[src/gbr_pkg.sv]
// Shared types and constants for the reflect-border Gaussian blur.
`timescale 1ns / 1ps
package gbr_pkg;

  localparam int MAX_TAPS  = 5;   // window taps per column at the largest radius
  localparam int COL_BITS  = 12;  // column index at the largest line length
  localparam int WID_BITS  = 13;  // line length up to the largest line length
  localparam int PIX_W     = 8;
  localparam int WGT_W     = 16;
  localparam int CFG_W     = 16;
  localparam int CFG_IDX_W = 3;
  localparam int SIZE_W    = 11;
  localparam int NUM_WGT   = 3;

  // Configuration register indexes
  localparam logic [CFG_IDX_W-1:0] CFG_VERT_W0  = 3'd0;
  localparam logic [CFG_IDX_W-1:0] CFG_VERT_W1  = 3'd1;
  localparam logic [CFG_IDX_W-1:0] CFG_VERT_W2  = 3'd2;
  localparam logic [CFG_IDX_W-1:0] CFG_HORIZ_W0 = 3'd3;
  localparam logic [CFG_IDX_W-1:0] CFG_HORIZ_W1 = 3'd4;
  localparam logic [CFG_IDX_W-1:0] CFG_HORIZ_W2 = 3'd5;
  localparam logic [CFG_IDX_W-1:0] CFG_WIDTH    = 3'd6;
  localparam logic [CFG_IDX_W-1:0] CFG_HEIGHT   = 3'd7;

  typedef logic [PIX_W-1:0] pix_t;
  typedef logic [WGT_W-1:0] wgt_t;

  // One window column handed from the front end to the arithmetic back end
  typedef struct packed {
    logic                      emit;       // this column produces output words
    logic                      frame_end;  // column belongs to the last drain row
    logic [COL_BITS-1:0]       col;        // column index in use
    logic [WID_BITS-1:0]       width;      // line length in use
    pix_t [MAX_TAPS-1:0]       taps;       // new column, top row first
  } gbr_cmd_t;

endpackage

[src/gbr_fifo.sv]
// Four-entry command queue between the front end and the back end.
`timescale 1ns / 1ps
module gbr_fifo (
  input  logic              clk,
  input  logic              rst_n,
  input  logic              wr_en,
  input  gbr_pkg::gbr_cmd_t wr_data,
  output logic              full,
  input  logic              rd_en,
  output gbr_pkg::gbr_cmd_t rd_data,
  output logic              empty
);
  import gbr_pkg::*;

  gbr_cmd_t    mem_r [4];
  logic [1:0]  wptr_r;
  logic [1:0]  rptr_r;
  logic [2:0]  cnt_r;
  logic        do_wr;
  logic        do_rd;

  assign full    = (cnt_r == 3'd4);
  assign empty   = (cnt_r == 3'd0);
  assign do_wr   = wr_en && !full;
  assign do_rd   = rd_en && !empty;
  assign rd_data = mem_r[rptr_r];

  // pointers and fill level
  always_ff @(posedge clk) begin
    if (!rst_n) begin
      wptr_r <= 2'd0;
      rptr_r <= 2'd0;
      cnt_r  <= 3'd0;
    end else begin
      if (do_wr) wptr_r <= wptr_r + 2'd1;
      if (do_rd) rptr_r <= rptr_r + 2'd1;
      if (do_wr && !do_rd) cnt_r <= cnt_r + 3'd1;
      else if (!do_wr && do_rd) cnt_r <= cnt_r - 3'd1;
    end
  end

  // storage
  always_ff @(posedge clk) begin
    if (do_wr) mem_r[wptr_r] <= wr_data;
  end

endmodule

[config.mk]
export PLATFORM = sky130hd
export DESIGN_NAME = gbr_fifo
export DESIGN_NICKNAME = d
export VERILOG_FILES = /design/src/gbr_pkg.sv /design/src/gbr_fifo.sv
export SDC_FILE = /design/constraint.sdc
export NUM_CORES = 1
export LEC_CHECK = 0
export ABC_AREA = 1
export BUFFER_PORTS_ARGS = -buffer_cell sky130_fd_sc_hd__buf_2
export CORE_ASPECT_RATIO = 1.4
export CORE_MARGIN = 2
export CORE_UTILIZATION = 55
export CTS_CLUSTER_DIAMETER = 50
export CTS_CLUSTER_SIZE = 40
export DETAILED_ROUTE_END_ITERATION = 10
export GPL_TIMING_DRIVEN = 0
export PLACE_DENSITY = 0.86
export SYNTH_ARGS = -nofsm -noshare
export SYNTH_HDL_FRONTEND = slang
export SYNTH_SLANG_ARGS = --single-unit
[constraint.sdc]
create_clock -name clk -period 10.4 [get_ports clk]
set_input_delay 3.12 -clock clk [delete_from_list [all_inputs] [get_ports clk]]
set_output_delay 3.12 -clock clk [all_outputs]
set_load 0.01 [all_outputs]
==> results of run 1 <==
-- cell usage in the layout (no fill, tap or decap), types with 7 or more instances in the layout --
cell type  count
edfxtp_1     268
buf_2        153
nor2_1       144
o21ai_0      132
o22ai_1       67
clkbuf_16     17
inv_1         16
nand2_1       15
buf_6         10
clkbuf_1       9
dfxtp_1        9
buf_12         8
clkbuf_2       7
-- worst paths after layout --
| check | startpoint | end | slack [ns] |
|---|---|---|---|
| hold reg to reg | rptr_r[0] | rptr_r[0] | 0.52 |
| setup reg to reg | cnt_r[0] | cnt_r[1] | 8.15 |
| hold / removal | rptr_r[0] | rptr_r[0] | 0.52 |
| setup / recovery | flip-flop | rd_data[0] | 5.27 |
-- sequential cells by signal (all words and copies together), names as in the netlist, named ones only --
signal and cells:
rptr_r 2, cnt_r 3, mem_r 268, wptr_r 2
-- per-layer routing --
layer	routed length (um)	up-vias	global-route usage
li1	-	3004	-
met1	8270	3163	0.265
met2	11800	242	0.388
met3	1550	49	0.0414
met4	538	2	0.0819
met5	7	-	0
-- critical path, cell delays in order (launching register included) --
cell      delay (ns)
dfxtp_1         0.47
clkbuf_1        0.43
o21ai_0         0.17
o22ai_1         0.27
buf_2           0.18
-- metrics by stage --
stage                     hold slack (ns)  cells  instance area, sq um
after floorplan                     0.465    718                 10400
after global placement              0.491   1101                 11400
after detailed placement            0.499   1109                 11600
after CTS                           0.514   1137                 12200
after global routing                0.550   1139                 12200
final                               0.519   1139                 12200
-- cells by family (layout without fill, tap and decap cells) --
logic type | after synthesis | in the layout | synth area share
AOI/OAI and AO/OA | 205 | 205 | 0.106
DFF | 277 | 277 | 0.789
adders and majority gates | 6 | 6 | 0.00792
buffers and inverters | 61 | 236 | 0.0343
other | 0 | 2 | 0
xor gates and xnor gates | 1 | 1 | 0.000840
and+or+nand+nor | 168 | 168 | 0.0613
-- layout make-up --
type	instances	area, sq um	area share
sequential	277	8230	0.676
multi-input combinational	380	1870	0.154
timing repair buffer	147	856	0.0703
clock buffer	18	429	0.0353
tap	244	305	0.0251
buffer	43	285	0.0234
clock inverter	10	121	0.00997
inverter	18	72.6	0.00596
antenna	2	5.00	0.000411
-- power groups by stage --
stage	sequential (mW)	clock, mW	combinational (mW)
floorplan	1.41	0	0.448
global placement	1.43	0	0.742
detailed placement	1.41	0	0.785
CTS	1.38	0.704	0.790
global route	1.39	0.739	0.858
finish	1.38	0.696	0.785
==> run summary, run 1 <==
status = complete, no violations
FMAX = 195 MHz
final hold vios = 0
Clk pwr share = 0.243
Sw Share = 0.314
Num CTS Buffers = 16
syn nets = 795
LEAKAGE = 4.33 nW
# rows = 59
post-CTS sizing = 0
switching power = 0.900 mW
chip height = 167 um
Worst EP arrival = 2.01 ns
DRC viols = 0
overflow left after global routing = 0
RSZ-0062 raised after global routing = false
PwrDens = 235 nW/um^2
combinational power share = 0.274
Crit Path Max Fanout = 10
syn avg cell area = 14.5 sq um
post-layout min period = 5.13 ns
Pint = 1.96 mW
DR WL/cell = 19.5 um
CTS tree = built
hpwl dp = 14000 um
post-DR vias/cell = 5.67
sequential share of power = 0.483
most common cell in the synthesized netlist = edfxtp_1
Pwr Total = 2.86 mW
dpl ws = 5.59 ns
# nets final = 960
initial core utilization = 0.560
first-pass GRT wire length = 34000 um
share of cells above drive strength 1 = 0.241
post-synth top area share = 0.772
Post-synth ARST share = 0
I/O Pins = 140
final worst-path cycle share = 0.493
critical path startpoint category = flip-flop
synth unique cells = 22
TNS Setup = 0 ns
CTS root buf = clkbuf_16
Hold Path Cell Cnt = 2
Final Routed Wirelength = 22200 um
area grow syn2layout = 16.8%
Tot GR Track Use = 0.219
Synth warnings = 0
Cells after Synth = 718
vias in the first global route = 6565
top post-synthesis cells by area = edfxtp_1 (77%), o21ai_0 (6.3%), nor2_1 (5.3%)
CTS sink count = 277
Routed Antenna Nets = 0
sequential share of the synthesized area = 0.789
largest net degree at the start of global routing = 32
Slew headroom = 0.544
Chip Width = 120 um
final setup fails = 0
Clk Latency, worst-skew pair = 0.50 ns
Crit Path Category = flip-flop to output port
Vias = 6460
Detailed Route Iter0 Violations = 564
Synth area leader = edfxtp_1
Final Util = 0.654
Max Cap Viol = 0
Reg2Reg Depth = 9
Post-synth top cells = edfxtp_1 (268), nor2_1 (148), o21ai_0 (132), o22ai_1 (67), inv_1 (16)
Pins Over Slew Limit = 0
Pre-Repair DR Iteration Count = 5
CTS clk-pin slew, worst paths = 0.09 ns
CP required = 7.28 ns
die area = 20100 sq um
ys flop type = edfxtp_1
measured slew at the worst slew-check pin = 0.682 ns
final setup margin = 5.27 ns
RD Place Congestion = 0.773
Clock Skews = 0.0239 ns
H-tree depth = 1
Peak VDD IR = 0.177 mV
Synth Cell Area = 10400 sq um
hold buffers post-CTS = 0
initial antenna violation count = 4
Post-synth EDFFs = 268
PortBufs = 139
Worst setup EP type = output port
total core area = 18600 sq um
Filler cells = 1324
flops & latches, synth = 277
CTS max path bufs = 3
Worst Hold Class = flip-flop to flip-flop
post-CTS setup buffers = 0
(Power assumes the default switching activity.)
==> inputs of run 2 (changes only) <==
Settings changed: CORE_UTILIZATION 55 to 51, PLACE_DENSITY 0.86 to 0.84.
Clock period 10.4 ns to 4.2 ns, I/O delays scaled along.
==> run summary, run 2 (synthesis results as in run 1) <==
status = complete, no violations
critical path startpoint category = flip-flop
commonest non-fill, non-tap cell in the layout = edfxtp_1
FF/Latch Area = 8230 sq um
r2r startpoint = cnt_r[0]
Crit Path Category = flip-flop to output port
DR WL/cell = 19.7 um
CTS sink count = 277
DRC viols = 0
post-layout min period = 3.30 ns
Detailed Route Iter0 Violations = 566
largest net degree at the start of global routing = 32
Slew headroom = 0.472
area grow syn2layout = 17.7%
Max Cap Viol = 0
Clk Latency, worst-skew pair = 0.51 ns
Hold Slack = 0.531 ns
Worst EP arrival = 2.04 ns
measured slew at the worst slew-check pin = 0.791 ns
Vias = 6486
die area = 21600 sq um
Chip Width = 125 um
Pre-Repair DR Iteration Count = 5
Final Routed Wirelength = 22600 um
final hold vios = 0
Peak VDD IR = 0.496 mV
PwrDens = 585 nW/um^2
Reg2Reg Depth = 6
Filler cells = 1450
chip height = 173 um
CP required = 2.94 ns
Crit Path Max Fanout = 10
Pins Over Slew Limit = 0
share of cells above drive strength 1 = 0.244
CTS clk-pin slew, worst paths = 0.08 ns
PortBufs = 139
Clock Skews = 0.0133 ns
final setup fails = 0
post-CTS setup buffers = 0
Tot GR Track Use = 0.203
# rows = 61
max reg flops = 268
Num CTS Buffers = 17
post-DR vias/cell = 5.64
registers with the most flip-flops = mem_r (268), cnt_r (3)
# nets final = 962
RSZ-0062 raised after global routing = false
I/O Pins = 140
CTS max path bufs = 3
Worst Hold Class = flip-flop to flip-flop
footprint of the multi-input gates = 1870 sq um
initial antenna violation count = 4
final worst-path cycle share = 0.786
RD Place Congestion = 0.790
initial core utilization = 0.521
most frequent cells in the layout = edfxtp_1 (268), buf_2 (153), nor2_1 (144)
LEAKAGE = 4.36 nW
first-pass GRT wire length = 34800 um
H-tree depth = 1
Routed Antenna Nets = 0
hpwl dp = 14400 um
TNS Setup = 0 ns
CTS root buf = clkbuf_16
reg2reg end = mem_r[3][11]
FMAX = 303 MHz
CTS tree = built
Worst setup EP type = output port
post-CTS sizing = 0
total core area = 20000 sq um
CP Capture Point = rd_data[12]
vias in the first global route = 6692
Pwr Total = 7.18 mW
hold buffers post-CTS = 0
overflow left after global routing = 0
Reg with most FFs = mem_r
reg2reg setup slack = 1.96 ns
run 2: cell types whose count changed in the layout (fill, tap and decap cells not counted):
cell       delta
buf_12        -2
buf_16        +3
bufinv_16     -1
clkbuf_1      -1
clkinv_2      -1
clkinv_8      +1
inv_12        +3
inv_16        +1
run 2: power breakdown:
group          internal (mW)  switching (mW)
logic                  0.680            1.27
clock network          0.828           0.976
registers               3.35          0.0757
run 2: layout make-up:
class                           instances  share of cell area
Buffer                                 43              0.0232
Timing Repair Buffer                  148              0.0732
Multi-Input combinational cell        380               0.152
Tap cell                              252              0.0257
Inverter                               18             0.00591
Antenna cell                            2            0.000408
Clock inverter                         13              0.0140
Sequential cell                       277               0.670
Clock buffer                           17              0.0347
run 2: how the worst min path moves through the flow:
stage               from        end  slack [ns]  depth (start not counted)
3_3_place_gp   rptr_r[0]  rptr_r[0]        0.49                          2
6_report       wptr_r[1]  wptr_r[1]        0.53                          2
2_1_floorplan  rptr_r[1]  flip-flop        0.46                          2
3_5_place_dp   rptr_r[1]  rptr_r[1]        0.50                          2
4_1_cts        wptr_r[1]  wptr_r[1]        0.53                          2
5_1_grt        rptr_r[1]  flip-flop        0.56                          2
run 2: per-stage QoR:
stage	std cells	util	area, sq um	setup slack [ns]
after floorplan	718	-	10400	-0.463
after global placement	1109	0.572	11400	-2.73
after detailed placement	1118	0.584	11700	1.18
after CTS	1148	0.613	12300	0.905
after global routing	1150	0.614	12300	0.769
final	1150	0.614	12300	0.900
run 2: layer usage:
layer | vias to the layer above | wire, um | global-route usage
met3 | 49 | 1370 | 0.0331
met1 | 3175 | 8510 | 0.242
met2 | 240 | 12100 | 0.369
met5 | - | 13 | 0
li1 | 3020 | - | -
met4 | 2 | 619 | 0.0782
run 2: critical path, stage by stage (launching register included):
cell and delay [ns]:
dfxtp_1 0.49, clkbuf_1 0.42, o21ai_0 0.21, o22ai_1 0.25, buf_2 0.18
