File: src/gbr_pkg.sv
// Shared types and constants for the reflect-border Gaussian blur.
`timescale 1ns / 1ps
package gbr_pkg;

  localparam int MAX_TAPS  = 5;   // window taps per column at the largest radius
  localparam int COL_BITS  = 12;  // column index at the largest line length
  localparam int WID_BITS  = 13;  // line length up to the largest line length
  localparam int PIX_W     = 8;
  localparam int WGT_W     = 16;
  localparam int CFG_W     = 16;
  localparam int CFG_IDX_W = 3;
  localparam int SIZE_W    = 11;
  localparam int NUM_WGT   = 3;

  // Configuration register indexes
  localparam logic [CFG_IDX_W-1:0] CFG_VERT_W0  = 3'd0;
  localparam logic [CFG_IDX_W-1:0] CFG_VERT_W1  = 3'd1;
  localparam logic [CFG_IDX_W-1:0] CFG_VERT_W2  = 3'd2;
  localparam logic [CFG_IDX_W-1:0] CFG_HORIZ_W0 = 3'd3;
  localparam logic [CFG_IDX_W-1:0] CFG_HORIZ_W1 = 3'd4;
  localparam logic [CFG_IDX_W-1:0] CFG_HORIZ_W2 = 3'd5;
  localparam logic [CFG_IDX_W-1:0] CFG_WIDTH    = 3'd6;
  localparam logic [CFG_IDX_W-1:0] CFG_HEIGHT   = 3'd7;

  typedef logic [PIX_W-1:0] pix_t;
  typedef logic [WGT_W-1:0] wgt_t;

  // One window column handed from the front end to the arithmetic back end
  typedef struct packed {
    logic                      emit;       // this column produces output words
    logic                      frame_end;  // column belongs to the last drain row
    logic [COL_BITS-1:0]       col;        // column index in use
    logic [WID_BITS-1:0]       width;      // line length in use
    pix_t [MAX_TAPS-1:0]       taps;       // new column, top row first
  } gbr_cmd_t;

endpackage

File: src/gbr_back.sv
// Back end: window of column sums and a shared multiply-accumulate unit.
`timescale 1ns / 1ps
module gbr_back #(
  parameter int RADIUS    = 2,
  parameter int MAX_WIDTH = 1024
) (
  input  logic              clk,
  input  logic              rst_n,
  input  gbr_pkg::gbr_cmd_t cmd,
  input  logic              cmd_empty,
  output logic              cmd_pop,
  input  gbr_pkg::wgt_t     vert_w  [gbr_pkg::NUM_WGT],
  input  gbr_pkg::wgt_t     horiz_w [gbr_pkg::NUM_WGT],
  output logic              out_valid,
  input  logic              out_stall,
  output gbr_pkg::pix_t     out_pixel_out,
  output logic              out_run_last,
  output logic              out_frame_last
);
  import gbr_pkg::*;

  localparam int CW   = $clog2(MAX_WIDTH);
  localparam int TAPS = 2 * RADIUS + 1;
  localparam int KW   = $clog2(TAPS);
  localparam int VW   = WGT_W + PIX_W + 3;
  localparam int PW   = WGT_W + VW;
  localparam int AW   = PW + 3;
  localparam int QW   = CW + 3;

  typedef enum logic [3:0] {
    ST_IDLE = 4'b0001,
    ST_VERT = 4'b0010,
    ST_HORZ = 4'b0100,
    ST_OUT  = 4'b1000
  } back_state_t;

  back_state_t   state_r;
  gbr_cmd_t      cmd_r;
  logic [VW-1:0] win_r [TAPS];
  logic [KW-1:0] tap_r;
  logic [AW-1:0] acc_r;
  logic [CW-1:0] oc_r;
  logic [CW-1:0] last_r;
  logic          out_v_r;
  pix_t          res_r;
  logic          run_last_r;
  logic          frame_last_r;

  logic [KW-1:0] tap_dist;
  logic [WGT_W-1:0] m_a;
  logic [VW-1:0] m_b;
  logic [PW-1:0] prod;
  logic [AW-1:0] sum;
  logic [AW-1:0] rnd;
  pix_t          sat;
  logic [KW-1:0] k;
  logic [CW:0]   wm1;
  logic [CW-1:0] cmd_c;
  logic [CW:0]   cmd_wm1;
  logic          tap_end;

  assign tap_dist = (tap_r >= KW'(RADIUS)) ? tap_r - KW'(RADIUS) : KW'(RADIUS) - tap_r;
  assign wm1     = cmd_r.width[CW:0] - 1'b1;
  assign cmd_c   = cmd.col[CW-1:0];
  assign cmd_wm1 = cmd.width[CW:0] - 1'b1;
  assign tap_end = (tap_r == KW'(TAPS - 1));

  // window column picked for the current horizontal tap
  always_comb begin
    logic signed [QW-1:0] q;
    logic signed [QW-1:0] d;
    q = $signed({3'b000, oc_r}) + QW'(tap_r) - QW'(RADIUS);
    if (q < 0) q = -q;
    if (q > $signed({2'b00, wm1})) q = $signed({1'b0, wm1, 1'b0}) - q;
    if (q < 0) q = '0;
    if (q > $signed({2'b00, wm1})) q = $signed({2'b00, wm1});
    d = $signed({3'b000, cmd_r.col[CW-1:0]}) - q;
    if (d < 0) d = '0;
    if (d > QW'(2 * RADIUS)) d = QW'(2 * RADIUS);
    k = d[KW-1:0];
  end

  // shared multiplier
  always_comb begin
    if (state_r == ST_VERT) begin
      m_a = vert_w[tap_dist[1:0]];
      m_b = VW'(cmd_r.taps[tap_r]);
    end else begin
      m_a = horiz_w[tap_dist[1:0]];
      m_b = win_r[k];
    end
  end

  assign prod = m_a * m_b;
  assign sum  = acc_r + AW'(prod);
  assign rnd  = sum + (AW'(1) << 31);
  assign sat  = (rnd[AW-1:40] != '0) ? 8'hFF : rnd[39:32];

  // sequencer
  always_ff @(posedge clk) begin
    if (!rst_n) begin
      state_r <= ST_IDLE;
      out_v_r <= 1'b0;
      for (int i = 0; i < TAPS; i++) win_r[i] <= '0;
    end else begin
      unique case (state_r)
        ST_IDLE: begin
          if (!cmd_empty) begin
            cmd_r  <= cmd;
            oc_r   <= cmd_c - CW'(RADIUS);
            last_r <= ({1'b0, cmd_c} == cmd_wm1) ? cmd_wm1[CW-1:0] : cmd_c - CW'(RADIUS);
            tap_r  <= '0;
            acc_r  <= '0;
            state_r <= ST_VERT;
          end
        end
        ST_VERT: begin
          if (tap_end) begin
            for (int i = TAPS - 1; i > 0; i--) win_r[i] <= win_r[i-1];
            win_r[0] <= sum[VW-1:0];
            tap_r    <= '0;
            acc_r    <= '0;
            state_r  <= cmd_r.emit ? ST_HORZ : ST_IDLE;
          end else begin
            tap_r <= tap_r + KW'(1);
            acc_r <= sum;
          end
        end
        ST_HORZ: begin
          if (tap_end) begin
            res_r        <= sat;
            run_last_r   <= (oc_r == last_r);
            frame_last_r <= cmd_r.frame_end && ({1'b0, oc_r} == wm1);
            out_v_r      <= 1'b1;
            state_r      <= ST_OUT;
          end else begin
            tap_r <= tap_r + KW'(1);
            acc_r <= sum;
          end
        end
        ST_OUT: begin
          if (!out_stall) begin
            out_v_r <= 1'b0;
            tap_r   <= '0;
            acc_r   <= '0;
            if (oc_r == last_r) begin
              state_r <= ST_IDLE;
            end else begin
              oc_r    <= oc_r + CW'(1);
              state_r <= ST_HORZ;
            end
          end
        end
        default: state_r <= ST_IDLE;
      endcase
    end
  end

  assign cmd_pop        = (state_r == ST_IDLE) && !cmd_empty;
  assign out_valid      = out_v_r;
  assign out_pixel_out  = res_r;
  assign out_run_last   = run_last_r;
  assign out_frame_last = frame_last_r;

endmodule

File: config.mk
export PLATFORM = sky130hd
export DESIGN_NAME = gbr_back
export DESIGN_NICKNAME = d
export VERILOG_FILES = /design/src/gbr_pkg.sv /design/src/gbr_back.sv
export SDC_FILE = /design/constraint.sdc
export NUM_CORES = 2
export LEC_CHECK = 0
export BUFFER_PORTS_ARGS = -buffer_cell sky130_fd_sc_hd__buf_2
export CAP_MARGIN = 30
export CORE_UTILIZATION = 46
export DETAILED_ROUTE_END_ITERATION = 16
export MAX_ROUTING_LAYER = met4
export PLACE_DENSITY_LB_ADDON = 0.15
export SLEW_MARGIN = 15
export SYNTH_ARGS = -nofsm -noshare
export SYNTH_HDL_FRONTEND = slang
export SYNTH_SLANG_ARGS = --single-unit
export TNS_END_PERCENT = 20
File: constraint.sdc
create_clock -name clk -period 18.5 [get_ports clk]
set_input_delay 2.775 -clock clk [delete_from_list [all_inputs] [get_ports clk]]
set_output_delay 2.775 -clock clk [all_outputs]
set_load 0.05 [all_outputs]
==> flow_summary.rst <==
.. list-table::
   :header-rows: 1

   * - Metric
     - Value
   * - Clock-pin slew reported for the worst setup and hold paths after clock tree synthesis
     - 0.06 ns
   * - Ports placed on the boundary
     - 179
   * - Final Net Count
     - 4366
   * - Setup repair after global routing missed its margin
     - no
   * - Distinct cell type count after synthesis
     - 89
   * - Flip-flop and latch count after synthesis
     - 282
   * - Wire length after detailed routing
     - 89.5 mm
   * - Endpoint kind of the worst setup timing path
     - flip-flop
   * - Max-cap violations
     - 0
   * - Final setup violation count
     - 0
   * - Critical-path top delay cell
     - sky130_fd_sc_hd__fa_1
   * - Yosys top cell by area
     - sky130_fd_sc_hd__edfxtp_1
   * - Cell Area, Synth
     - 32500 um^2
   * - EDFF count, synth
     - 277
   * - Input/output buffers
     - 174
   * - Final worst path period share
     - 94.7%
   * - Max-slew violation total from the final report
     - 0
   * - Number of nets in the synthesized netlist
     - 4218
   * - Tmin final
     - 17.51 ns
   * - Area taken by multi-input logic gates
     - 21300 um^2
   * - Area growth from synthesis to final layout
     - 10.5%
   * - Remaining routing DRC violations
     - 0
   * - CP required
     - 18.87 ns
   * - Number of antenna diodes
     - 0
   * - Initial standard-cell utilization of the core
     - 46.5%
   * - Endpoints failing hold
     - 0
   * - Final TNS setup
     - 0 ns
   * - Kind of path behind the tightest hold check
     - flip-flop to flip-flop
   * - Source-to-sink clock delay at the later pin of the worst-skew pair
     - 0.55 ns
   * - Die Y-Extent
     - 268 um
   * - Initial antenna violation count
     - 1
   * - Async SR Flop Fraction
     - 0%
   * - Routed len/inst
     - 19.5 um
   * - CTS tree
     - built
   * - Die X
     - 268 um
   * - Count of standard-cell rows
     - 97
   * - Startpoint class of the critical path
     - flip-flop
   * - Clock root buffer master
     - sky130_fd_sc_hd__clkbuf_16
   * - Total die area
     - 71700 um^2
   * - Vias per cell
     - 5.45
   * - Total GRT Usage
     - 26.3%
   * - CTS H-tree depth
     - 2
   * - Number of DRC markers in iteration 0
     - 1800
   * - Inserted Clock Buffers
     - 34
   * - Worst stage delay on the critical path
     - 0.53 ns
   * - Run status
     - finished clean
   * - Wire length of the first global-routing pass
     - 141 mm
   * - Sequential-to-total area share from yosys stat
     - 25.9%
   * - Post-DRT Antenna Nets
     - 0
   * - Leading post-synthesis cells by cell area
     - sky130_fd_sc_hd__edfxtp_1, sky130_fd_sc_hd__fa_1, sky130_fd_sc_hd__ha_1
   * - Proportion of layout cells with a drive suffix above 1
     - 11.4%
   * - Final RePlAce weighted congestion
     - 0.949
   * - Count of synthesis-stage warnings from yosys
     - 0
   * - Estimated wirelength of the detail-placed design
     - 70.6 mm
   * - Maximum number of pins on one net before global-route repair
     - 108
   * - Grt total ovfl
     - 0
   * - Most Frequent Cell on Critical Path
     - sky130_fd_sc_hd__inv_1
   * - Sequential cell area
     - 8420 um^2
   * - Count of hold-fix buffers inserted at cts
     - 0
   * - Via count of the routed design
     - 25000
   * - Area share of the leading cell type in the synthesized netlist
     - 25.6%
   * - Data arrival time of the critical path
     - 17.88 ns
   * - Gate count after technology mapping
     - 3467
   * - Crit path max fanout
     - 11
   * - Top flip-flop cell by instance count after synthesis
     - sky130_fd_sc_hd__edfxtp_1
   * - Via count of the first global-routing pass
     - 25100
   * - Sink count of the clock tree
     - 282
   * - Worst Tran Pin Value
     - 0.971 ns
   * - Number of buffers on the longest clock path
     - 3
   * - Iteration count of the initial detailed-routing pass
     - 5
   * - Class of the most critical setup path
     - flip-flop to flip-flop
   * - Most common cell in the synthesized netlist
     - sky130_fd_sc_hd__inv_1
   * - Filler cell count
     - 6635
   * - Post-Syn Area per Cell
     - 9.37 um^2
   * - Headroom to the max-slew limit
     - 35.2%
   * - Placeable core region
     - 69900 um^2
   * - Leading cell types by count after synthesis
     - sky130_fd_sc_hd__inv_1, sky130_fd_sc_hd__nand2_1, sky130_fd_sc_hd__fa_1
   * - Setup skew after layout
     - 0.0178 ns
   * - F_max
     - 57.1 MHz
state kept, by name, indices dropped and copies added, names as in the netlist:
name,cells
win_r,135
cmd_r,63
acc_r,46
last_r,10
oc_r,10
out_pixel_out,8
state_r,4
tap_r,3
out_frame_last,1
out_run_last,1
out_valid,1
worst paths after layout:
path | from | end | slack (ns) | depth (start not counted)
max reg2reg | oc_r[1] | out_pixel_out[2] | 0.99 | 66
min reg2reg | out_valid | out_valid | 0.47 | 2
min | out_valid | out_valid | 0.47 | 2
max | oc_r[1] | out_pixel_out[2] | 0.99 | 66
cells in the final DEF (no fill, tap or decap), types with 8 or more instances in the layout:
cell                        count
sky130_fd_sc_hd__mux2_2        39
sky130_fd_sc_hd__nor4_1        13
sky130_fd_sc_hd__and3_1        45
sky130_fd_sc_hd__clkinv_2       8
sky130_fd_sc_hd__nand2b_1      14
sky130_fd_sc_hd__xor2_1        44
sky130_fd_sc_hd__buf_4         83
sky130_fd_sc_hd__ha_1         190
sky130_fd_sc_hd__a22oi_1       20
sky130_fd_sc_hd__o22ai_1       14
sky130_fd_sc_hd__nor2b_1       23
sky130_fd_sc_hd__nor2_1       239
sky130_fd_sc_hd__o2bb2ai_1     21
sky130_fd_sc_hd__nand3b_1      15
sky130_fd_sc_hd__a21oi_1      122
sky130_fd_sc_hd__a211oi_1      21
sky130_fd_sc_hd__o21ai_0       61
sky130_fd_sc_hd__buf_2        174
sky130_fd_sc_hd__or3_1         33
sky130_fd_sc_hd__nand3_1       93
sky130_fd_sc_hd__a21o_1        21
sky130_fd_sc_hd__edfxtp_1     277
sky130_fd_sc_hd__o21a_1        20
sky130_fd_sc_hd__xnor2_1       82
sky130_fd_sc_hd__inv_1        595
sky130_fd_sc_hd__nor3b_1        8
sky130_fd_sc_hd__fa_1         394
sky130_fd_sc_hd__mux2i_1       52
sky130_fd_sc_hd__o21bai_1       8
sky130_fd_sc_hd__nand4_1       25
sky130_fd_sc_hd__or2_2          9
sky130_fd_sc_hd__a31oi_1       12
sky130_fd_sc_hd__o31ai_1        8
sky130_fd_sc_hd__clkbuf_16     35
sky130_fd_sc_hd__nor3_1        52
sky130_fd_sc_hd__o211ai_1      24
sky130_fd_sc_hd__and2_1       167
sky130_fd_sc_hd__nand2_1      412
metal layers:
metal | track usage, % | routed length (um) | vias up
li1 | - | - | 11700
met1 | 34.3 | 38200 | 12500
met2 | 43.3 | 44200 | 703
met3 | 3.45 | 4780 | 112
met4 | 6.81 | 2350 | 0
met5 | - | 0 | -
logic make-up (layout without fill, tap and decap cells):
family	after synthesis	after routing	share of synthesized area, %
AND/OR/NAND/NOR	1184	1184	17.5
buffers and inverters	744	917	8.82
adder cells (fa/ha/maj)	584	584	31.6
AO/OA/AOI/OAI	446	446	9.38
flip-flops	282	282	25.9
XOR/XNOR	127	127	3.42
multiplexers	100	100	3.40
worst max-delay path: cells and delay by family (launching register included):
| family | cells | cell delay (ns) |
|---|---|---|
| buffers and inverters | 12 | 1.38 |
| muxes | 2 | 0.71 |
| AOI/OAI and AO/OA | 20 | 4.89 |
| and+or+nand+nor | 17 | 3.80 |
| xor gates and xnor gates | 2 | 0.75 |
| adders and majority gates | 13 | 5.29 |
| DFF | 1 | 0.46 |
metrics by stage:
| step | util (%) | cell area, um^2 | setup WS, ns | cells | hold slack, ns |
|---|---|---|---|---|---|
| after floorplan | - | 32500 | 1.99 | 3467 | 0.515 |
| after global placement | 49.5 | 34600 | 0.434 | 4512 | 0.471 |
| final | 51.3 | 35900 | 0.988 | 4580 | 0.473 |
| after CTS | 51.2 | 35800 | 0.144 | 4576 | 0.476 |
| after global routing | 51.3 | 35900 | 0.00168 | 4580 | 0.523 |
| after detailed placement | 49.5 | 34600 | 0.300 | 4515 | 0.467 |
layout make-up:
| type | instances | share of cell area (%) |
|---|---|---|
| clock inverter | 24 | 0.812 |
| multi-input combinational | 2441 | 59.5 |
| timing repair buffer | 260 | 4.30 |
| clock buffer | 37 | 2.46 |
| inverter | 596 | 6.23 |
| tap | 940 | 3.28 |
| sequential | 282 | 23.5 |
repair_timing:
item	in CTS	in global routing
endpoints found under the setup margin	0	8
resized for setup	0	17
setup buffers	0	2
Power is left out: the tool's default activity adds up to more than one toggle a clock period on the data nets, which glitch-free logic cannot reach.
